File: config.mk
export PLATFORM = sky130hd
export DESIGN_NAME = wla_queue
export DESIGN_NICKNAME = d
export VERILOG_FILES = /design/src/rtl/wla_pkg.sv /design/src/rtl/wla_queue.sv
export SDC_FILE = /design/constraint.sdc
export NUM_CORES = 1
export LEC_CHECK = 0
export BUFFER_PORTS_ARGS = -buffer_cell sky130_fd_sc_hd__buf_2
export CAP_MARGIN = 5
export CORE_AREA = 10 10 47 49
export DETAILED_ROUTE_END_ITERATION = 10
export DIE_AREA = 0 0 57 59
export HOLD_SLACK_MARGIN = 0.03
export SYNTH_ARGS = -nofsm -noshare
export SYNTH_HDL_FRONTEND = slang
export SYNTH_SLANG_ARGS = --single-unit
File: constraint.sdc
create_clock -name clk_i -period 1.1 [get_ports clk_i]
set_input_delay 0.11 -clock clk_i [delete_from_list [all_inputs] [get_ports clk_i]]
set_output_delay 0.11 -clock clk_i [all_outputs]
set_load 0.05 [all_outputs]
File: src/rtl/wla_pkg.sv
// ----------------------------------------------------------------------------
// wla_pkg: shared constants for the windowed load averager
// sample and register widths, register indexes, reset values, queue depth
// ----------------------------------------------------------------------------
package wla_pkg;

  localparam int SAMPLE_W        = 10;   // load sample width
  localparam int AVG_W           = 10;   // average width, also divider steps
  localparam int REG_W           = 11;   // configuration register width
  localparam int CFG_IDX_W       = 2;    // configuration register index width
  localparam int MAX_HISTORY_DEF = 1024; // default history depth
  localparam int QUEUE_DEPTH     = 2;    // job queue between front and back

  // configuration register indexes
  localparam logic [CFG_IDX_W-1:0] REG_RING  = 2'd0;
  localparam logic [CFG_IDX_W-1:0] REG_SHORT = 2'd1;
  localparam logic [CFG_IDX_W-1:0] REG_MID   = 2'd2;
  localparam logic [CFG_IDX_W-1:0] REG_LONG  = 2'd3;

  // register reset values
  localparam logic [REG_W-1:0] RING_RST  = 11'd180;
  localparam logic [REG_W-1:0] SHORT_RST = 11'd12;
  localparam logic [REG_W-1:0] MID_RST   = 11'd60;
  localparam logic [REG_W-1:0] LONG_RST  = 11'd180;

endpackage

File: src/rtl/wla_queue.sv
// ----------------------------------------------------------------------------
// wla_queue: small job queue
// first-in first-out store that decouples the classifying front from the
// summing back
// ----------------------------------------------------------------------------
module wla_queue import wla_pkg::*; #(
  parameter int  DEPTH  = QUEUE_DEPTH,
  parameter type item_t = logic
) (
  input  logic  clk_i,
  input  logic  rst_ni,
  input  logic  push_i,
  input  item_t item_i,
  output logic  full_o,
  input  logic  pop_i,
  output item_t item_o,
  output logic  empty_o
);

  localparam int PW = (DEPTH > 1) ? $clog2(DEPTH) : 1;
  localparam int NW = $clog2(DEPTH + 1);

  item_t          slots_q [DEPTH];
  logic [PW-1:0]  wr_q, wr_d, rd_q, rd_d;
  logic [NW-1:0]  num_q, num_d;

  assign full_o  = (num_q == NW'(DEPTH));
  assign empty_o = (num_q == '0);
  assign item_o  = slots_q[rd_q];

  always_comb begin
    wr_d  = wr_q;
    rd_d  = rd_q;
    num_d = num_q;
    if (push_i) begin
      wr_d = (wr_q == PW'(DEPTH - 1)) ? '0 : wr_q + 1'b1;
    end
    if (pop_i) begin
      rd_d = (rd_q == PW'(DEPTH - 1)) ? '0 : rd_q + 1'b1;
    end
    if (push_i && !pop_i) begin
      num_d = num_q + 1'b1;
    end else if (pop_i && !push_i) begin
      num_d = num_q - 1'b1;
    end
  end

  always_ff @(posedge clk_i or negedge rst_ni) begin
    if (!rst_ni) begin
      wr_q  <= '0;
      rd_q  <= '0;
      num_q <= '0;
    end else begin
      wr_q  <= wr_d;
      rd_q  <= rd_d;
      num_q <= num_d;
    end
  end

  always_ff @(posedge clk_i) begin
    if (push_i) begin
      slots_q[wr_q] <= item_i;
    end
  end

endmodule

* Yosys cells after proc, flatten, opt, wreduce, memory -nomap -nowiden *
Memories as Yosys holds them, arrays and structs flattened.
Cells that the tools add are included.

storage, ports and cells
  register bits after elaboration = 4
  memory bits (writable) = 2
  output and inout bits = 3
  word-level logic and storage cells = 21
  memories = 1

operators by class
  add/subtract/negate cells = 4
  eq/ne operators = 1
  mux-type cells = 6
  reduce and logical (&&, ||, !) cells = 6

memory list
  name     words  bits a word  read ports  clocked after Yosys merged registers in  wr ports  RTL line         text
  slots_q  2      1            1           0                                        1         wla_queue.sv:23  item_t slots_q [DEPTH];

operators by type and width
  kind                   number
  $mux W1                4
  $mux W2                2
  $add A1 B1 Y1 const B  2
  $add A2 B1 Y2 const B  1
  $eq A2 B2 Y1 const B   1
  $logic_and A1 B1 Y1    2
  $logic_not A1 Y1       2
  $logic_not A2 Y1       1
  $reduce_bool A2 Y1     1
  $sub A2 B1 Y2 const B  1

* Longest topological paths before layout *
  depth after elaboration = 4
  mapped depth = 5
  gate-level depth less buffers = 5

* Worst setup path before layout *
No wires, ideal clock.

  path type = reg2out
  from = reg num_q[0]
  to = out empty_o
  arrival time = 1.070 ns
  path slack = -0.080 ns
  cell stages (with the launch flop) = 2
  path buffers = 0
  cells stage by stage = dfrtp_1 > nor2_1

on the way
  longest elaborated chain between the ends = 1

ends and longest elaborated chain
  what                      RTL line         text
  start: declaration        wla_queue.sv:25  logic [NW-1:0] num_q, num_d;
  start signal: assignment  wla_queue.sv:56  num_q <= num_d;
  $logic_not A2 Y1          wla_queue.sv:28  assign empty_o = (num_q == '0);
  end: declaration          wla_queue.sv:17  output logic empty_o

Every way passes these cells.

* Worst setup path after layout *
  from = reg rd_q
  to = out item_o

on the way
  longest elaborated chain between the ends = 1

ends and longest elaborated chain
  what                      RTL line         text
  start: declaration        wla_queue.sv:24  logic [PW-1:0] wr_q, wr_d, rd_q, rd_d;
  start signal: assignment  wla_queue.sv:55  rd_q <= rd_d;
  $mem_v2 Z2 W1             n/a
  end: declaration          wla_queue.sv:16  output item_t item_o,

Every way passes these cells.

==> results.md <==
- Min-delay src: pop_i
- Buffers on Ports: 7
- Fin crit share: 1.08
- DR vias: 182
- WL final: 465 um
- Clock transition at the registers of the reported paths: 0.04 ns
- Slew @ Worst Pin: 0.153 ns
- Worst-Skew Late Latency: 0.25 ns
- CTS root buffer: clkbuf_4
- Leak: 0.188 nW
- N_diodes: 0
- CORE AREA: 1400 sq um
- Worst setup SP type: flop
- Ports: 8
- Seq cells post-synth: 6
- P&R area growth vs syn: 54.3%
- Sinks on Clock Net: 6
- Rel. slew slack: 0.898
- Max clock buf depth: 2
- Clk_skew: 0.00782 ns
- Slew Limit Fails: 0
- Initial antenna violation count: 0
- Routed wl met3: 95 um
- Hold Slack: 0.0614 ns
- Commonest cells after routing, fill and taps aside: 4 x xor2_1, 4 x buf_2, 4 x dfrtp_1
- Top routing layer in use: met3
- Fin area: 402 sq um
- Fin. Hold Viols: 0
- GRT overflow: 0
- CP Max Fanout: 2
- Placement Rows: 14
- Syn Area/Cell: 13.7 sq um
- RR Endpoint: num_q[1]
- DP Worst Slack: 0.0944 ns
- Largest net degree at the start of global routing: 5
- Routed vias/inst: 3.64
- NumNets Final: 41
- YS warnings: 0
- Area of the multi-input gates: 103 sq um
- CTS tree: yes
- Min Tclk post-route: 1.19 ns
- Post-DR wirelength/cell: 9.30 um
- Die footprint: 3360 sq um
- Post-Syn Area: 260 sq um
- Hold endpoint: rd_q
- Area after DPL: 318 sq um
- VDD IR-drop max: 1.34 mV
- Reg-to-reg slack, setup: 0.19 ns
- Nature of the critical path endpoint: primary output
- Seq/Total Area, Yosys: 0.615
- Max Freq: 839 MHz
- Number of global-route vias before repair: 207
- FF+latch area: 160 sq um
- Run status: finished, violations left
- Max Cap Violations: 0
- Drt pass-1 iters: 2
- Die W: 57 um
- Worst hold stages: 2
- Final core occ: 0.287
- Syn Inst Count: 19
- GRT Total Usage: 0.0355
- Num CTS Buffers: 3
- Final TNS setup: -0.135 ns
- Detail Route Antenna Nets: 0
- H-tree Lvls: 1
- Syn Nets: 25
- Initial DRC count: 5
- Fillers: 152
- RSZ-0062 raised after global routing: yes
- Drt drc: 0
- Synth unique cells: 11
- WL met2: 160 um
- Initial Util: 0.186
- Req. time, crit path: 0.99 ns
- P per Cell Area: 2980 nW/um^2
- Crit Path Class: reg -> out
- CP arrival: 1.08 ns
- Routability cong.: 0.581
- WL met1: 210 um
- Reg-to-reg startpoint: num_q[0]
- Layout cells sized above 1: 0.441
- PnR worst setup slack: -0.0917 ns
- Die height: 59 um
- Hold Path Class: in -> reg
- Failing checks: setup timing
- Setup-failing EPs final: 2
- Global-route wire length before repair: 834 um
- Reg2Reg Depth: 3
-- cells by family (layout without fill, tap and decap cells) --
group / after synthesis / after routing / share of synthesized area
adder cells (fa/ha/maj): 1 / 1 / 0.0481
multiplexers: 1 / 1 / 0.0433
AND/OR/NAND/NOR: 5 / 5 / 0.111
buffers and inverters: 1 / 16 / 0.0144
XOR/XNOR: 5 / 5 / 0.168
flip-flops: 6 / 6 / 0.615
-- worst max path at each step --
| stage | startpoint | to | slack, ns | depth (start not counted) |
|---|---|---|---|---|
| global route | rd_q | item_o | -0.14 | 2 |
| floorplan | num_q[0] | empty_o | 0.14 | 1 |
| CTS | rd_q | item_o | -0.10 | 2 |
| global placement | rd_q | item_o | 0.08 | 2 |
| detailed placement | rd_q | item_o | 0.09 | 2 |
| finish | rd_q | item_o | -0.09 | 2 |
-- cell usage after synthesis, drive strengths merged --
cell	instances	share of area
dfrtp	4	0.38
and2	1	0.024
xnor2	1	0.034
inv	1	0.014
nor2b	1	0.024
ha	1	0.048
xor2	4	0.13
mux2	1	0.043
nor2	2	0.029
and2b	1	0.034
edfxtp	2	0.23
-- metal layers --
| layer | vias to the layer above | GRT usage |
|---|---|---|
| met3 | 0 | 0.0558 |
| met5 | - | 0 |
| met2 | 10 | 0.0341 |
| met4 | 0 | 0.0101 |
| met1 | 80 | 0.0371 |
| li1 | 92 | - |
-- area by class of cell --
type                            instances  area share
Multi-Input combinational cell         12       0.255
Clock buffer                            4      0.0654
Inverter                                1     0.00935
Timing Repair Buffer                   11       0.221
Tap cell                               16      0.0498
Sequential cell                         6       0.399
-- critical path, cell delays in order, from the launching register on --
cell,delay (ns)
dfrtp_1,0.39
mux2_4,0.30
buf_6,0.15
-- registers in the layout (all words and copies together) (netlist names) --
| signal | flops |
|---|---|
| num_q | 2 |
| rd_q | 1 |
| slots_q | 2 |
| wr_q | 1 |
-- through the flow --
stage                     power [W]  std cells
after detailed placement   0.000831         42
final                       0.00120         50
after floorplan            0.000740         19
after global placement     0.000827         42
after CTS                   0.00119         49
after global routing        0.00129         50
-- report_power, final --
part           total (W)  internal [W]  switching (W)
combinational   0.000571      0.000267       0.000304
clock           0.000222      0.000138      0.0000843
sequential      0.000404      0.000327      0.0000776
total            0.00120      0.000732       0.000466
-- timing repair --
action	4_1_cts	5_1_grt
pin swaps	0	1
endpoints found under the hold margin	4	2
endpoints found under the setup margin	3	3
gates resized for setup	5	2
buffers inserted	2	0
hold buffers	1	1
Note: power is estimated with default switching activity, not from simulation.
